==> src/rtl/core/grc_pkg.sv <==
// Shared constants, datapath command codes and status types of the column renderer.
package grc_pkg;

	localparam int SCREEN_COLUMNS_DEF = 80;
	localparam int SCREEN_ROWS_DEF    = 25;
	localparam int MAP_COLUMNS_DEF    = 8;
	localparam int MAP_ROWS_DEF       = 3;

	localparam int COL_W   = 7;
	localparam int ANGLE_W = 16;
	localparam int POS_W   = 15;
	localparam int MAP_W   = 24;
	localparam int ROW_W   = 5;
	localparam int GLYPH_W = 8;
	localparam int COLOR_W = 4;
	localparam int CFG_IDX_W  = 2;
	localparam int CFG_DATA_W = 24;

	// Row counter must hold up to the largest supported screen height.
	localparam int ROW_CNT_W = 6;

	localparam int DIV_NUM_W = 20;
	localparam int DIV_DEN_W = 17;
	localparam int DIV_CNT_W = 5;

	localparam int ARG_W  = 23;
	localparam int TRIG_W = 17;
	localparam int DIST_W = 17;

	// Column angle offset table entry, column * ANG_ONE / SCREEN_COLUMNS.
	localparam int COL_OFS_W = 20;

	// Reciprocals: floor(x/6) for x < 2^17, floor(x/120) for x < 2^20.
	localparam int RECIP6      = 174763;
	localparam int RECIP6_SH   = 20;
	localparam int RECIP120    = 1118482;
	localparam int RECIP120_SH = 27;

	localparam int ANG_ONE   = 8192;
	localparam int ANG_HALF  = 4096;
	localparam int ANG_PI    = 25736;
	localparam int ANG_2PI   = 51472;
	localparam int ANG_QTURN = 12868;
	localparam int STEP_Q    = 410;
	localparam int FAR_Q     = 65536;
	localparam int CELL_ONE  = 4096;
	localparam int SHADE_NEAR = 16384;
	localparam int SHADE_MID  = 21845;
	localparam int SHADE_FAR  = 32768;

	localparam logic [GLYPH_W-1:0] GLYPH_SPACE = 8'h20;
	localparam logic [GLYPH_W-1:0] GLYPH_HASH  = 8'h23;
	localparam logic [GLYPH_W-1:0] GLYPH_BIGO  = 8'h4F;
	localparam logic [GLYPH_W-1:0] GLYPH_SMALLO = 8'h6F;
	localparam logic [GLYPH_W-1:0] GLYPH_DOT   = 8'h2E;
	localparam logic [COLOR_W-1:0] COLOR_SKY   = 4'd1;
	localparam logic [COLOR_W-1:0] COLOR_WALL  = 4'd15;
	localparam logic [COLOR_W-1:0] COLOR_FLOOR = 4'd8;

	localparam logic [CFG_IDX_W-1:0] CFG_PLAYER_X = 2'd0;
	localparam logic [CFG_IDX_W-1:0] CFG_PLAYER_Y = 2'd1;
	localparam logic [CFG_IDX_W-1:0] CFG_MAP      = 2'd2;

	localparam logic [POS_W-1:0] PLAYER_X_RST = 15'd16384;
	localparam logic [POS_W-1:0] PLAYER_Y_RST = 15'd6144;
	localparam logic [MAP_W-1:0] MAP_RST      = 24'hFF91FF;

	localparam int OP_W = 4;
	localparam logic [OP_W-1:0] OP_NOP    = 4'd0;
	localparam logic [OP_W-1:0] OP_LOAD   = 4'd1;
	localparam logic [OP_W-1:0] OP_ANG    = 4'd2;
	localparam logic [OP_W-1:0] OP_RED    = 4'd3;
	localparam logic [OP_W-1:0] OP_SQR    = 4'd4;
	localparam logic [OP_W-1:0] OP_FOURTH = 4'd5;
	localparam logic [OP_W-1:0] OP_Q120   = 4'd6;
	localparam logic [OP_W-1:0] OP_POLY   = 4'd7;
	localparam logic [OP_W-1:0] OP_DIR    = 4'd8;
	localparam logic [OP_W-1:0] OP_MULT   = 4'd9;
	localparam logic [OP_W-1:0] OP_TEST   = 4'd10;
	localparam logic [OP_W-1:0] OP_CEIL   = 4'd11;
	localparam logic [OP_W-1:0] OP_TOP    = 4'd12;
	localparam logic [OP_W-1:0] OP_EMIT   = 4'd13;

	typedef struct packed {
		logic [OP_W-1:0] op;
	} grc_cmd_t;

	typedef struct packed {
		logic div_done;
		logic red_ok;
		logic second;
		logic march_done;
		logic emit_space;
		logic last_row;
	} grc_sts_t;

endpackage

==> src/rtl/core/grc_div.sv <==
// Restoring unsigned divider, one quotient bit per cycle.
module grc_div
	import grc_pkg::*;
(
	input  logic                 clk,
	input  logic                 arst_n,
	input  logic                 start,
	input  logic [DIV_NUM_W-1:0] num,
	input  logic [DIV_DEN_W-1:0] den,
	output logic [DIV_NUM_W-1:0] quo,
	output logic                 done
);

	logic [DIV_DEN_W-1:0] rem_q;
	logic [DIV_DEN_W-1:0] den_q;
	logic [DIV_NUM_W-1:0] quo_q;
	logic [DIV_CNT_W-1:0] cnt_q;
	logic                 busy_q;
	logic                 done_q;
	logic [DIV_DEN_W:0]   part;
	logic [DIV_DEN_W+1:0] trial;
	logic                 ge;

	assign part  = {rem_q, quo_q[DIV_NUM_W-1]};
	assign trial = {1'b0, part} - {2'b00, den_q};
	assign ge    = ~trial[DIV_DEN_W+1];

	always_ff @(posedge clk or negedge arst_n) begin
		if (!arst_n) begin
			busy_q <= 1'b0;
			done_q <= 1'b0;
			cnt_q  <= '0;
		end else begin
			done_q <= 1'b0;
			if (start) begin
				busy_q <= 1'b1;
				cnt_q  <= '0;
			end else if (busy_q) begin
				cnt_q <= cnt_q + 1'b1;
				if (cnt_q == DIV_CNT_W'(DIV_NUM_W - 1)) begin
					busy_q <= 1'b0;
					done_q <= 1'b1;
				end
			end
		end
	end

	always_ff @(posedge clk) begin
		if (start) begin
			rem_q <= '0;
			den_q <= den;
			quo_q <= num;
		end else if (busy_q) begin
			rem_q <= ge ? trial[DIV_DEN_W-1:0] : part[DIV_DEN_W-1:0];
			quo_q <= {quo_q[DIV_NUM_W-2:0], ge};
		end
	end

	assign quo  = quo_q;
	assign done = done_q;

endmodule

==> src/rtl/core/grc_datapath.sv <==
// Datapath: config registers, angle and sine evaluation, ray march, ceiling division, row shading, output register.
module grc_datapath
	import grc_pkg::*;
#(
	parameter int SCREEN_COLUMNS = SCREEN_COLUMNS_DEF,
	parameter int SCREEN_ROWS    = SCREEN_ROWS_DEF,
	parameter int MAP_COLUMNS    = MAP_COLUMNS_DEF,
	parameter int MAP_ROWS       = MAP_ROWS_DEF
) (
	input  logic                  clk,
	input  logic                  arst_n,
	input  grc_cmd_t              cmd,
	output grc_sts_t              sts,
	input  logic                  cfg_we,
	input  logic [CFG_IDX_W-1:0]  cfg_index,
	input  logic [CFG_DATA_W-1:0] cfg_data,
	input  logic [COL_W-1:0]      column,
	input  logic [ANGLE_W-1:0]    view_angle,
	output logic                  out_valid,
	input  logic                  out_ready,
	output logic [COL_W-1:0]      out_column,
	output logic [ROW_W-1:0]      row,
	output logic [GLYPH_W-1:0]    glyph,
	output logic [COLOR_W-1:0]    color,
	output logic                  last
);

	localparam int HALF_ROWS = SCREEN_ROWS / 2;

	logic [POS_W-1:0] px_q, py_q;
	logic [MAP_W-1:0] map_q;

	logic [COL_W-1:0]          col_q;
	logic [ANGLE_W-1:0]        va_q;
	logic signed [ARG_W-1:0]   ang_q, arg_q;
	logic [16:0]               s_q;
	logic [19:0]               f_q;
	logic [13:0]               q6_q;
	logic [12:0]               q120_q;
	logic signed [TRIG_W-1:0]  p_q, dir_x_q, dir_y_q;
	logic                      sel_q;
	logic [DIST_W-1:0]         travel_q;
	logic signed [34:0]        prod_x_s1, prod_y_s1;
	logic [ROW_CNT_W-1:0]      top_q, row_q;
	logic [ROW_CNT_W:0]        bot_q;
	logic [GLYPH_W-1:0]        wall_glyph_q;

	logic                      out_valid_q, out_last_q;
	logic [COL_W-1:0]          out_col_q;
	logic [ROW_W-1:0]          out_row_q;
	logic [GLYPH_W-1:0]        out_glyph_q;
	logic [COLOR_W-1:0]        out_color_q;

	logic                      div_start, div_done;
	logic [DIV_NUM_W-1:0]      div_num, div_quo;
	logic [DIV_DEN_W-1:0]      div_den;

	logic [COL_OFS_W-1:0]      col_ofs_tbl [2**COL_W];
	logic [COL_OFS_W-1:0]      col_ofs;
	logic [34:0]               q6_prod;
	logic [40:0]               q120_prod;

	logic signed [TRIG_W-1:0]  a17;
	logic signed [33:0]        sq, dp;
	logic [33:0]               ff;
	logic signed [TRIG_W-1:0]  p_c;
	logic signed [ARG_W-1:0]   ang_c;
	logic signed [ARG_W-1:0]   pos_x, pos_y;
	logic                      out_x, out_y, wall, march_done;
	logic [10:0]               cell_x, cell_y;
	logic [2:0]                cx, cy;
	logic [5:0]                bit_idx;
	logic [DIST_W:0]           travel_inc;
	logic                      emit_space, last_row;
	logic [ROW_CNT_W-1:0]      top_c;

	// Configuration
	always_ff @(posedge clk or negedge arst_n) begin
		if (!arst_n) begin
			px_q  <= PLAYER_X_RST;
			py_q  <= PLAYER_Y_RST;
			map_q <= MAP_RST;
		end else if (cfg_we) begin
			unique case (cfg_index)
				CFG_PLAYER_X: px_q  <= cfg_data[POS_W-1:0];
				CFG_PLAYER_Y: py_q  <= cfg_data[POS_W-1:0];
				CFG_MAP:      map_q <= cfg_data[MAP_W-1:0];
				default: ;
			endcase
		end
	end

	// Column angle offsets, constant per column
	for (genvar gi = 0; gi < 2**COL_W; gi++) begin : g_col_ofs
		assign col_ofs_tbl[gi] = COL_OFS_W'((gi * ANG_ONE) / SCREEN_COLUMNS);
	end
	assign col_ofs = col_ofs_tbl[col_q];

	// Ceiling divider
	assign div_start = (cmd.op == OP_CEIL);
	assign div_num   = DIV_NUM_W'(SCREEN_ROWS * CELL_ONE) + DIV_NUM_W'(travel_q)
	                 - DIV_NUM_W'(1);
	assign div_den   = travel_q;

	grc_div u_div (
		.clk    (clk),
		.arst_n (arst_n),
		.start  (div_start),
		.num    (div_num),
		.den    (div_den),
		.quo    (div_quo),
		.done   (div_done)
	);

	// Trig arithmetic
	assign ang_c     = ARG_W'(va_q) + ARG_W'(col_ofs) - ARG_W'(ANG_HALF);
	assign a17       = arg_q[TRIG_W-1:0];
	assign sq        = a17 * a17;
	assign ff        = {17'd0, s_q} * {17'd0, s_q};
	assign q6_prod   = {18'd0, s_q} * 35'(RECIP6);
	assign q120_prod = {21'd0, f_q} * 41'(RECIP120);
	assign p_c       = TRIG_W'(ANG_ONE) - TRIG_W'(q6_q) + TRIG_W'(q120_q);
	assign dp        = a17 * p_q;

	// March test
	assign pos_x  = $signed({8'd0, px_q}) + $signed({prod_x_s1[34], prod_x_s1[34:13]});
	assign pos_y  = $signed({8'd0, py_q}) + $signed({prod_y_s1[34], prod_y_s1[34:13]});
	assign cell_x = pos_x[ARG_W-1:12];
	assign cell_y = pos_y[ARG_W-1:12];
	assign out_x  = (pos_x <= -ARG_W'(CELL_ONE))
	              || (!pos_x[ARG_W-1] && cell_x >= 11'(MAP_COLUMNS));
	assign out_y  = (pos_y <= -ARG_W'(CELL_ONE))
	              || (!pos_y[ARG_W-1] && cell_y >= 11'(MAP_ROWS));
	assign cx      = pos_x[ARG_W-1] ? 3'd0 : cell_x[2:0];
	assign cy      = pos_y[ARG_W-1] ? 3'd0 : cell_y[2:0];
	assign bit_idx = {3'd0, cy} * 6'(MAP_COLUMNS) + {3'd0, cx};
	assign wall    = (bit_idx < 6'(MAP_W)) && map_q[bit_idx[4:0]];
	assign march_done = out_x || out_y || wall || (travel_q == DIST_W'(FAR_Q));
	assign travel_inc = {1'b0, travel_q} + (DIST_W+1)'(STEP_Q);

	assign top_c = (div_quo >= DIV_NUM_W'(HALF_ROWS)) ? '0
	             : ROW_CNT_W'(DIV_NUM_W'(HALF_ROWS) - div_quo);

	assign emit_space = !out_valid_q || out_ready;
	assign last_row   = (row_q == ROW_CNT_W'(SCREEN_ROWS - 1));

	always_ff @(posedge clk) begin
		unique case (cmd.op)
			OP_LOAD: begin
				col_q <= column;
				va_q  <= view_angle;
			end
			OP_ANG: begin
				ang_q <= ang_c;
				arg_q <= ang_c + ARG_W'(ANG_QTURN);
				sel_q <= 1'b0;
			end
			OP_RED: begin
				if (arg_q > ARG_W'(ANG_PI))
					arg_q <= arg_q - ARG_W'(ANG_2PI);
				else if (arg_q < -ARG_W'(ANG_PI))
					arg_q <= arg_q + ARG_W'(ANG_2PI);
			end
			OP_SQR:    s_q  <= sq[29:13];
			OP_FOURTH: begin
				f_q  <= ff[32:13];
				q6_q <= q6_prod[RECIP6_SH+13:RECIP6_SH];
			end
			OP_Q120:   q120_q <= q120_prod[RECIP120_SH+12:RECIP120_SH];
			OP_POLY:   p_q  <= p_c;
			OP_DIR: begin
				if (!sel_q) begin
					dir_x_q <= dp[29:13];
					arg_q   <= ang_q;
					sel_q   <= 1'b1;
				end else begin
					dir_y_q  <= dp[29:13];
					travel_q <= DIST_W'(STEP_Q);
				end
			end
			OP_MULT: begin
				prod_x_s1 <= dir_x_q * $signed({1'b0, travel_q});
				prod_y_s1 <= dir_y_q * $signed({1'b0, travel_q});
			end
			OP_TEST: begin
				if (out_x || out_y)
					travel_q <= DIST_W'(FAR_Q);
				else if (!march_done)
					travel_q <= (travel_inc > (DIST_W+1)'(FAR_Q)) ? DIST_W'(FAR_Q)
					          : travel_inc[DIST_W-1:0];
			end
			OP_TOP: begin
				top_q <= top_c;
				bot_q <= (ROW_CNT_W+1)'(SCREEN_ROWS) - {1'b0, top_c};
				row_q <= '0;
				if (travel_q <= DIST_W'(SHADE_NEAR))
					wall_glyph_q <= GLYPH_HASH;
				else if (travel_q <= DIST_W'(SHADE_MID))
					wall_glyph_q <= GLYPH_BIGO;
				else if (travel_q <= DIST_W'(SHADE_FAR))
					wall_glyph_q <= GLYPH_SMALLO;
				else
					wall_glyph_q <= GLYPH_DOT;
			end
			OP_EMIT: begin
				if (emit_space)
					row_q <= row_q + 1'b1;
			end
			default: ;
		endcase
	end

	// Output register
	always_ff @(posedge clk or negedge arst_n) begin
		if (!arst_n)
			out_valid_q <= 1'b0;
		else if (cmd.op == OP_EMIT && emit_space)
			out_valid_q <= 1'b1;
		else if (out_ready)
			out_valid_q <= 1'b0;
	end

	always_ff @(posedge clk) begin
		if (cmd.op == OP_EMIT && emit_space) begin
			out_col_q  <= col_q;
			out_row_q  <= row_q[ROW_W-1:0];
			out_last_q <= last_row;
			if (row_q < top_q) begin
				out_glyph_q <= GLYPH_SPACE;
				out_color_q <= COLOR_SKY;
			end else if ({1'b0, row_q} < bot_q) begin
				out_glyph_q <= wall_glyph_q;
				out_color_q <= COLOR_WALL;
			end else begin
				out_glyph_q <= GLYPH_DOT;
				out_color_q <= COLOR_FLOOR;
			end
		end
	end

	assign out_valid  = out_valid_q;
	assign out_column = out_col_q;
	assign row        = out_row_q;
	assign glyph      = out_glyph_q;
	assign color      = out_color_q;
	assign last       = out_last_q;

	assign sts.div_done   = div_done;
	assign sts.red_ok     = (arg_q <= ARG_W'(ANG_PI)) && (arg_q >= -ARG_W'(ANG_PI));
	assign sts.second     = sel_q;
	assign sts.march_done = march_done;
	assign sts.emit_space = emit_space;
	assign sts.last_row   = last_row;

`ifndef SYNTHESIS
	a_first_step: assert property (@(posedge clk) disable iff (!arst_n)
		(cmd.op == OP_DIR && sel_q) |=> (travel_q == DIST_W'(STEP_Q)))
		else $error("march did not start at one step");
	a_travel_cap: assert property (@(posedge clk) disable iff (!arst_n)
		($past(cmd.op) == OP_TEST) |-> (travel_q <= DIST_W'(FAR_Q)))
		else $error("distance beyond far limit");
	a_cell_kind: assert property (@(posedge clk) disable iff (!arst_n)
		out_valid_q |-> ((out_color_q == COLOR_SKY && out_glyph_q == GLYPH_SPACE)
		|| out_color_q == COLOR_WALL
		|| (out_color_q == COLOR_FLOOR && out_glyph_q == GLYPH_DOT)))
		else $error("glyph and colour disagree");
`endif

endmodule

==> src/rtl/core/grc_ctrl.sv <==
// Controller: sequences angle, sine, march, division and row emission for one column.
module grc_ctrl
	import grc_pkg::*;
(
	input  logic     clk,
	input  logic     arst_n,
	input  logic     in_valid,
	output logic     in_ready,
	input  grc_sts_t sts,
	output grc_cmd_t cmd
);

	localparam logic [3:0] ST_IDLE   = 4'd0;
	localparam logic [3:0] ST_ANG    = 4'd1;
	localparam logic [3:0] ST_RED    = 4'd2;
	localparam logic [3:0] ST_SQR    = 4'd3;
	localparam logic [3:0] ST_FOURTH = 4'd4;
	localparam logic [3:0] ST_Q120   = 4'd5;
	localparam logic [3:0] ST_POLY   = 4'd6;
	localparam logic [3:0] ST_DIR    = 4'd7;
	localparam logic [3:0] ST_MULT   = 4'd8;
	localparam logic [3:0] ST_TEST   = 4'd9;
	localparam logic [3:0] ST_CEIL   = 4'd10;
	localparam logic [3:0] ST_CWAIT  = 4'd11;
	localparam logic [3:0] ST_EMIT   = 4'd12;

	logic [3:0] st_q, st_d;

	always_comb begin
		st_d   = st_q;
		cmd.op = OP_NOP;
		in_ready = 1'b0;
		unique case (st_q)
			ST_IDLE: begin
				in_ready = 1'b1;
				if (in_valid) begin
					cmd.op = OP_LOAD;
					st_d   = ST_ANG;
				end
			end
			ST_ANG: begin
				cmd.op = OP_ANG;
				st_d   = ST_RED;
			end
			ST_RED: begin
				cmd.op = OP_RED;
				if (sts.red_ok)
					st_d = ST_SQR;
			end
			ST_SQR: begin
				cmd.op = OP_SQR;
				st_d   = ST_FOURTH;
			end
			ST_FOURTH: begin
				cmd.op = OP_FOURTH;
				st_d   = ST_Q120;
			end
			ST_Q120: begin
				cmd.op = OP_Q120;
				st_d   = ST_POLY;
			end
			ST_POLY: begin
				cmd.op = OP_POLY;
				st_d   = ST_DIR;
			end
			ST_DIR: begin
				cmd.op = OP_DIR;
				st_d   = sts.second ? ST_MULT : ST_RED;
			end
			ST_MULT: begin
				cmd.op = OP_MULT;
				st_d   = ST_TEST;
			end
			ST_TEST: begin
				cmd.op = OP_TEST;
				st_d   = sts.march_done ? ST_CEIL : ST_MULT;
			end
			ST_CEIL: begin
				cmd.op = OP_CEIL;
				st_d   = ST_CWAIT;
			end
			ST_CWAIT: begin
				if (sts.div_done) begin
					cmd.op = OP_TOP;
					st_d   = ST_EMIT;
				end
			end
			ST_EMIT: begin
				cmd.op = OP_EMIT;
				if (sts.emit_space && sts.last_row)
					st_d = ST_IDLE;
			end
			default: st_d = ST_IDLE;
		endcase
	end

	always_ff @(posedge clk or negedge arst_n) begin
		if (!arst_n)
			st_q <= ST_IDLE;
		else
			st_q <= st_d;
	end

endmodule

==> src/rtl/core/grid_raycast_column_renderer.sv <==
// Top level of the grid ray-cast column renderer.
// One column is taken at a time: a beat on the input starts the work and the block
// takes the next beat only after the last of its SCREEN_ROWS cells has been loaded
// into the output register. A column is accepted, its angle formed, the cosine and
// then the sine evaluated, each after its range-reduction passes (at most two passes
// for the cosine and one for the sine with the default sizes), the ray marched (up to
// 160 march steps), the ceiling division done and one output cell emitted per cycle
// when the sink keeps up.
// Configuration writes take effect at once and are meant for idle periods.
module grid_raycast_column_renderer
	import grc_pkg::*;
#(
	parameter int SCREEN_COLUMNS = SCREEN_COLUMNS_DEF,
	parameter int SCREEN_ROWS    = SCREEN_ROWS_DEF,
	parameter int MAP_COLUMNS    = MAP_COLUMNS_DEF,
	parameter int MAP_ROWS       = MAP_ROWS_DEF
) (
	input  logic                  clk,
	input  logic                  arst_n,
	input  logic                  cfg_we,
	input  logic [CFG_IDX_W-1:0]  cfg_index,
	input  logic [CFG_DATA_W-1:0] cfg_data,
	input  logic                  in_valid,
	output logic                  in_ready,
	input  logic [COL_W-1:0]      column,
	input  logic [ANGLE_W-1:0]    view_angle,
	output logic                  out_valid,
	input  logic                  out_ready,
	output logic [COL_W-1:0]      out_column,
	output logic [ROW_W-1:0]      row,
	output logic [GLYPH_W-1:0]    glyph,
	output logic [COLOR_W-1:0]    color,
	output logic                  last
);

	grc_cmd_t cmd;
	grc_sts_t sts;

	grc_ctrl u_ctrl (
		.clk      (clk),
		.arst_n   (arst_n),
		.in_valid (in_valid),
		.in_ready (in_ready),
		.sts      (sts),
		.cmd      (cmd)
	);

	grc_datapath #(
		.SCREEN_COLUMNS (SCREEN_COLUMNS),
		.SCREEN_ROWS    (SCREEN_ROWS),
		.MAP_COLUMNS    (MAP_COLUMNS),
		.MAP_ROWS       (MAP_ROWS)
	) u_dp (
		.clk        (clk),
		.arst_n     (arst_n),
		.cmd        (cmd),
		.sts        (sts),
		.cfg_we     (cfg_we),
		.cfg_index  (cfg_index),
		.cfg_data   (cfg_data),
		.column     (column),
		.view_angle (view_angle),
		.out_valid  (out_valid),
		.out_ready  (out_ready),
		.out_column (out_column),
		.row        (row),
		.glyph      (glyph),
		.color      (color),
		.last       (last)
	);

endmodule
==> config.mk <==
export PLATFORM = sky130hd
export DESIGN_NAME = grid_raycast_column_renderer
export DESIGN_NICKNAME = d
export VERILOG_FILES = /design/src/rtl/core/grc_pkg.sv /design/src/rtl/core/grc_div.sv /design/src/rtl/core/grc_datapath.sv /design/src/rtl/core/grc_ctrl.sv /design/src/rtl/core/grid_raycast_column_renderer.sv
export SDC_FILE = /design/constraint.sdc
export NUM_CORES = 2
export LEC_CHECK = 0
export ABC_CLOCK_PERIOD_IN_PS = 6500
export BUFFER_PORTS_ARGS = -buffer_cell sky130_fd_sc_hd__buf_2
export CORE_MARGIN = 3
export CORE_UTILIZATION = 41
export DETAILED_ROUTE_END_ITERATION = 12
export GPL_TIMING_DRIVEN = 0
export MAX_ROUTING_LAYER = met4
export SLEW_MARGIN = 40
export SYNTH_ARGS = -nofsm -noshare
export SYNTH_HDL_FRONTEND = slang
export SYNTH_SLANG_ARGS = --single-unit
==> constraint.sdc <==
create_clock -name clk -period 6.5 [get_ports clk]
set_clock_uncertainty 0.05 [all_clocks]
set_input_delay 0.65 -clock clk [delete_from_list [all_inputs] [get_ports clk]]
set_output_delay 0.65 -clock clk [all_outputs]
set_load 0.005 [all_outputs]
After elaboration in Yosys (flattened, before gate mapping):

Memories as Yosys holds them, arrays and structs flattened.
Index checks and enable logic that the tools add are counted.

* flip-flop bits (word level): 442
* output and inout port bits: 27
* input port bits: 54
* logic and storage cells: 205
* bits in latches: 0
* memories kept: 1
* memory bits (read-only): 2560
* bits in writable memories: 0

* equality and inequality tests: 39
* bitwise gates (word level): 4
* multipliers: 7
* mux-type cells: 47
* magnitude comparators: 18
* add/subtract/negate cells: 18
* reduce and logical (&&, ||, !) cells: 34
* shifts and indexed selects: 0
* div/mod/pow operators: 0

Memories
* (no name shown): words 128, width 20, read ports 1, clocked after memory_dff 0, wr ports 0, RTL line grc_datapath.sv:97 `assign col_ofs = col_ofs_tbl[col_q];`

Operator list (count)
* $pmux W4 S13: 2
* $mux W17: 5
* $mux W20: 4
* $mul A17 B18 Y35: 2
* $mux W23: 3
* $pmux W23 S3: 1
* $mul A17 B17 Y30: 2
* $add A16 B22 Y23: 2
* $le A23 B13 Y1 const B: 2
* $eq A4 B4 Y1 const B: 11
* $mul A20 B20 Y39 const B: 1
* $le A17 B15 Y1 const B: 2
* $mul A17 B18 Y34 const B: 1
* $pmux W17 S2: 1
* $mul A17 B17 Y33: 1
* $eq A4 B3 Y1 const B: 8
* $mux W4: 7
* $add A23 B15 Y23 const B: 1
* $add A23 B17 Y23 const B: 1
* $ge A23 B16 Y1 const B: 1
* $gt A23 B16 Y1 const B: 1
* $le A23 B16 Y1 const B: 1
* $lt A23 B16 Y1 const B: 1
* $sub A23 B13 Y23 const B: 1
* 56 further kinds: 105

Longest topological paths before layout:

* depth in word-level cells: 11
* depth in mapped cells: 27
* gate-level depth less buffers: 26

Hierarchy:

Synthesis repeated with hierarchy kept, for this count alone.

* cells, all modules: 7578
* area, all modules: 73468.0 um2

Modules (own cells, without submodules)
* grc_datapath: sequential area each 9992.1 um2, area an instance 69769.4 um2, cells each 7222, times used 1
* grc_div: sequential area each 1626.6 um2, area an instance 3325.7 um2, cells each 310, times used 1
* grc_ctrl: sequential area each 100.1 um2, area an instance 372.9 um2, cells each 46, times used 1

Worst setup path before layout:

OpenSTA, ideal clock, no wires.

* path type: register -> register
* from: register u_dp.travel_q[7] (netlist: u_dp.div_den[7])
* to: register u_dp.prod_x_s1[34], data pin
* library setup time: 260 ps
* clock period less this slack: 6816 ps
* setup slack: -316 ps
* data arrival time: 6506 ps
* buffers on the path: 3
* data required time: 6190 ps
* cell stages (with the launch flop): 28
* path through: edfxtp_1 clkbuf_1 clkbuf_1 buf_1 nand2_1 fa_1 inv_1 fa_1 inv_1 fa_1 inv_1 fa_1 fa_1 inv_1 fa_1 inv_1 ha_1 o21ai_0 nor2_1 o21ai_0 o31ai_1 a41o_1 o211a_1 o21a_1 o21a_1 o41ai_2 o21bai_1 xnor2_1

* longest elaborated chain between the ends: 1

RTL lines
* start, declared: RTL line grc_datapath.sv:42 `logic [DIST_W-1:0] travel_q;`
* start signal, assigned: RTL line grc_datapath.sv:178 `travel_q <= DIST_W'(STEP_Q);`
* start signal, assigned: RTL line grc_datapath.sv:187 `travel_q <= DIST_W'(FAR_Q);`
* start signal, assigned: RTL line grc_datapath.sv:189 `travel_q <= (travel_inc > (DIST_W+1)'(FAR_Q)) ? DIST_W'(FAR_Q)`
* $mul A17 B18 Y35: RTL line grc_datapath.sv:182 `prod_x_s1 <= dir_x_q * $signed({1'b0, travel_q});`
* end signal, assigned: RTL line grc_datapath.sv:182
* end, declared: RTL line grc_datapath.sv:43 `logic signed [34:0] prod_x_s1, prod_y_s1;`

No other way between the ends.
A chain may end at the register's enable or synchronous reset.

Worst setup path in the final report:

* from: register u_dp.dir_x_q[16]
* to: register u_dp.prod_x_s1[34], data pin

* longest elaborated chain between the ends: 1

RTL lines
* start, declared: RTL line grc_datapath.sv:40 `logic signed [TRIG_W-1:0] p_q, dir_x_q, dir_y_q;`
* start signal, assigned: RTL line grc_datapath.sv:173 `dir_x_q <= dp[29:13];`
* $mul A17 B18 Y35: RTL line grc_datapath.sv:182

No other way between the ends.

==> insert_results.sql <==
INSERT INTO impl_metrics (metric_group, metric, value, unit) VALUES
('status', 'outcome', 'finished, violations left', ''),
('status', 'violations', 'negative setup slack', ''),
('place', 'dp_hpwl', '163000', 'µm'),
('timing', 'max_slew.worst_pin.slew', '0.861', 'ns'),
('clocking', 'clockRootBuffer', 'clkbuf_16', ''),
('logic_synthesis', 'synth_cell_type_count', '100', ''),
('critical_path', 'worst-path-buf-inv', '4', ''),
('critical_path', 'r2r_slack', '-0.36', 'ns'),
('global_routing', 'first_pass_grt_wire_length', '326000', 'µm'),
('critical_path', 'critPathMostFrequentCell', 'fa_1', ''),
('logic_synthesis', 'post_synth_fa_ha_maj_area_fraction', '49.3', '%'),
('job', 'drv_cap', '0', ''),
('logic_synthesis', 'synth_simple_gate_area_share', '13.0', '%'),
('logic_synthesis', 'synth_top_family_by_area', 'adder cells', ''),
('timing', 'rsz0062_at_grt', 'yes', ''),
('worst_hold_path', 'hold_path_class', 'in2reg', ''),
('clocking', 'worstSkewPairLatency', '0.70', 'ns'),
('timing', 'slew_violations', '0', ''),
('place', 'io_buffer_count', '78', ''),
('critical_path', 'cpMaxStageDelayCell', 'fa_1', ''),
('timing', 'setup-violations-final', '31', ''),
('floorplanning', 'die_height', '430', 'µm'),
('final_layout', 'flow.area_growth_from_synthesis', '13.7', '%'),
('routing', 'routedWlPerCell', '19.7', 'µm'),
('floorplanning', 'floorplan.rows', '154', ''),
('global_routing', 'grt.total_usage', '23.2', '%'),
('timing', 'hold_violations', '0', ''),
('global_routing', 'pin_count_of_the_biggest_net_entering_global_routing', '39', ''),
('timing', 'postLayoutSetupSlackWorst', '-0.357', 'ns'),
('floorplanning', 'die_width', '430', 'µm'),
('timing', 'timing.final.crit_share', '105', '%'),
('logic_synthesis', 'synth_compound_area_share', '6.59', '%'),
('floorplanning', 'core_area', '177000', 'µm²'),
('logic_synthesis', 'synth_register_bits', '406', ''),
('clocking', 'cts_max_level', '2', ''),
('logic_synthesis', 'avgSynthCellArea', '9.67', 'µm²'),
('logic_synthesis', 'post_synth_mux_area_share', '1.47', '%'),
('timing', 'slew_headroom', '42.2', '%'),
('logic_synthesis', 'synth_edf_count', '323', ''),
('clocking', 'clock_buffer_count_from_cts', '50', ''),
('clocking', 'cts_tree', 'done', ''),
('critical_path', 'worstSetupStartpointType', 'register', ''),
('clocking', 'cts.sink_count', '406', ''),
('logic_synthesis', 'synth_seq_area_share', '15.9', '%'),
('routing', 'route.detailed.vias_per_inst', '5.15', ''),
('critical_path', 'crit_path_dat', '7.22', 'ns'),
('clocking', 'clockBufferDepth', '3', ''),
('routing', 'detail_route.first_pass.iterations', '8', ''),
('global_routing', 'first_global_vias', '57290', ''),
('critical_path', 'path_max_fanout', '10', ''),
('floorplanning', 'design.die.area', '185000', 'µm²'),
('critical_path', 'path_delay_family', 'adder cells', ''),
('floorplanning', 'floorplan.initialDensity', '41.5', '%'),
('critical_path', 'crit_path_cell_trace', 'clkbuf_4, clkinv_2, nor2_1, fa_1, fa_1, fa_1, fa_1, fa_1, inv_1, fa_1, inv_1, ha_1, a21oi_2, o21ai_0, a41o_1, o211a_1, o21a_1, o21a_1, o41ai_2, o21bai_1, xnor2_1', ''),
('clocking', 'cts.clk_slew.worst_paths', '0.06', 'ns'),
('final_layout', 'finish.net_count', '10209', ''),
('final_layout', 'proportion_of_layout_cells_with_a_drive_suffix_above_1', '13.1', '%'),
('routing', 'ant_nets', '0', ''),
('routing', 'initialDrtViolationCount', '3610', ''),
('critical_path', 'crit_type', 'reg2reg', ''),
('global_routing', 'antenna_found_initial', '15', ''),
('routing', 'postRouteWirelength', '205000', 'µm'),
('logic_synthesis', 'synth-main-ff-cell', 'edfxtp_1', ''),
('routing', 'drt_drc_violations_left', '0', ''),
('critical_path', 'delay_of_the_slowest_critical_path_stage', '0.56', 'ns'),
('logic_synthesis', 'ys_async_sr_fraction', '16.3', '%'),
('timing', 'final_period_minus_worst_setup_slack', '6.86', 'ns'),
('global_routing', 'grt-ovfl-total', '0', ''),
('routing', 'number_of_vias_after_detailed_routing', '53542', ''),
('place', 'routability_congestion_estimate', '0.938', ''),
('timing', 'max_fclk', '146', 'MHz'),
('floorplanning', 'num_io_pins', '81', ''),
('logic_synthesis', 'netlist_area_before_placement', '73600', 'µm²'),
('logic_synthesis', 'yosys_warning_total', '0', ''),
('logic_synthesis', 'synth_xor_area_share', '3.53', '%'),
('critical_path', 'endpoint_required_time_on_the_critical_path', '6.86', 'ns'),
('final_layout', 'final_core_util', '47.2', '%'),
('critical_path', 'critical_path.endpoint_type', 'register', ''),
('logic_synthesis', 'synthCells', '7608', '');
==> repair_timing <==
action	4_1_cts	5_1_grt
pin swaps	126	176
hold endpoints to repair	18	0
hold buffers	1	0
setup buffers	209	66
endpoints found under the setup margin	120	76
resized for setup	504	230
cloned	1	0
==> through the flow <==
| step | setup TNS, ns | hold slack [ns] | cells | instance area [µm²] | setup slack, ns |
|---|---|---|---|---|---|
| after global placement | -132.18 | 0.385 | 10031 | 77100 | -2.11 |
| after CTS | -3.96 | 0.0705 | 10337 | 82400 | -0.360 |
| after detailed placement | -114.27 | 0.380 | 10057 | 77500 | -2.05 |
| final | -5.75 | 0.112 | 10398 | 83600 | -0.357 |
| after floorplan | -0.0541 | 0.304 | 7613 | 73800 | -0.0541 |
| after global routing | -12.05 | 0.0866 | 10397 | 83600 | -0.541 |
==> cell usage in the layout, fill, tap and decap left out, drive strengths merged, types with 17 or more instances in the layout <==
cell type / synthesis / final
fa: 1257 / 1257
xor2: 87 / 87
o21ai: 177 / 177
mux2: 63 / 63
a31oi: 24 / 24
clkbuf: 249 / 254
buf: 23 / 429
and3: 29 / 29
nor3: 95 / 95
inv: 1717 / 1715
nand3: 64 / 64
nor4: 17 / 17
and2: 525 / 525
or3: 28 / 28
o21a: 52 / 52
nor2b: 43 / 43
mux2i: 35 / 35
dfstp: 22 / 22
nand4: 24 / 24
o21bai: 23 / 23
dfxtp: 17 / 17
a21o: 68 / 68
dfrtp: 44 / 44
a211oi: 26 / 26
ha: 886 / 886
nor2: 286 / 286
nand2: 706 / 706
a21boi: 18 / 18
a22oi: 17 / 17
xnor2: 208 / 208
edfxtp: 323 / 323
a21oi: 193 / 193
nand2b: 50 / 50
==> state kept, by name (all words and copies together), names as in the netlist, 16 cells and up <==
signal and flops:
u_dp.map_q 24, u_dp.arg_q 23, u_dp.prod_x_s1 22, u_dp.prod_y_s1 22, u_dp.ang_q 21, u_dp.f_q 20, u_dp.u_div.quo 20, u_dp.dir_x_q 17
u_dp.dir_y_q 17, u_dp.div_den 17, u_dp.p_q 17, u_dp.s_q 17, u_dp.u_div.den_q 17, u_dp.u_div.rem_q 17, u_dp.va_q 16
==> layout make-up <==
type                            count  area, µm²
Antenna cell                        7       17.5
Fill cell                       16658      93600
Timing Repair Buffer              374       2810
Clock inverter                     26        317
Multi-Input combinational cell   5215      55900
Inverter                         1720       6480
Tap cell                         2340       2930
Clock buffer                       65       1340
Sequential cell                   406      11700
Buffer                            245       2170
==> cell families after synthesis <==
kind of cell / after synthesis
AO/OA/AOI/OAI: 743
XOR/XNOR: 295
adder cells (fa/ha/maj): 2144
buffers and inverters: 1992
flip-flops: 406
multiplexers: 99
other: 1
AND/OR/NAND/NOR: 1928
==> routing by layer <==
layer  share of wire [%]  GRT usage (%)  wire length (µm)  vias to the layer above
met5                   0              -                 0                        -
met4                 4.0           7.32              8110                        0
met3                 7.1           3.76             14500                      351
met2                  47           36.9             95200                     1598
met1                  42           30.5             86900                    27052
li1                    -              -                 -                    24541
==> synth_stat cells, types with 24 or more instances <==
cell,count,area share [%]
edfxtp_1,323,13
a21oi_1,190,1.3
nand2_1,706,3.6
nor2b_1,42,0.36
nor2_1,276,1.4
fa_1,1257,34
o21ai_0,158,1.1
mux2i_1,35,0.48
xor2_1,87,1.0
mux2_2,63,0.96
o21a_1,52,0.53
nand2b_1,50,0.43
or3_1,28,0.24
xnor2_1,206,2.5
clkbuf_1,249,1.3
and3_1,29,0.25
a211oi_1,26,0.27
nand3_1,63,0.43
dfrtp_1,44,1.5
nor3_1,94,0.64
and2_1,524,4.5
a31oi_1,24,0.20
a21o_1,68,0.69
ha_1,886,15
inv_1,1716,8.8
nand4_1,24,0.20
==> worst paths after layout <==
check	start	to	depth (start not counted)
setup / recovery	u_dp.dir_x_q[16]	u_dp.prod_x_s1[34]	21
hold / removal	view_angle[5]	u_dp.va_q[5]	1
setup reg to reg	u_dp.dir_x_q[16]	u_dp.prod_x_s1[34]	21
hold reg to reg	u_dp.col_q[4]	u_dp.out_column[4]	0
max in group asynchronous	arst_n	u_ctrl.st_q[3]	3
min in group asynchronous	arst_n	u_dp.py_q[0]	2
Power is not shown: default switching activity piles up to over one toggle a cycle in this logic, so the estimate is an artifact.
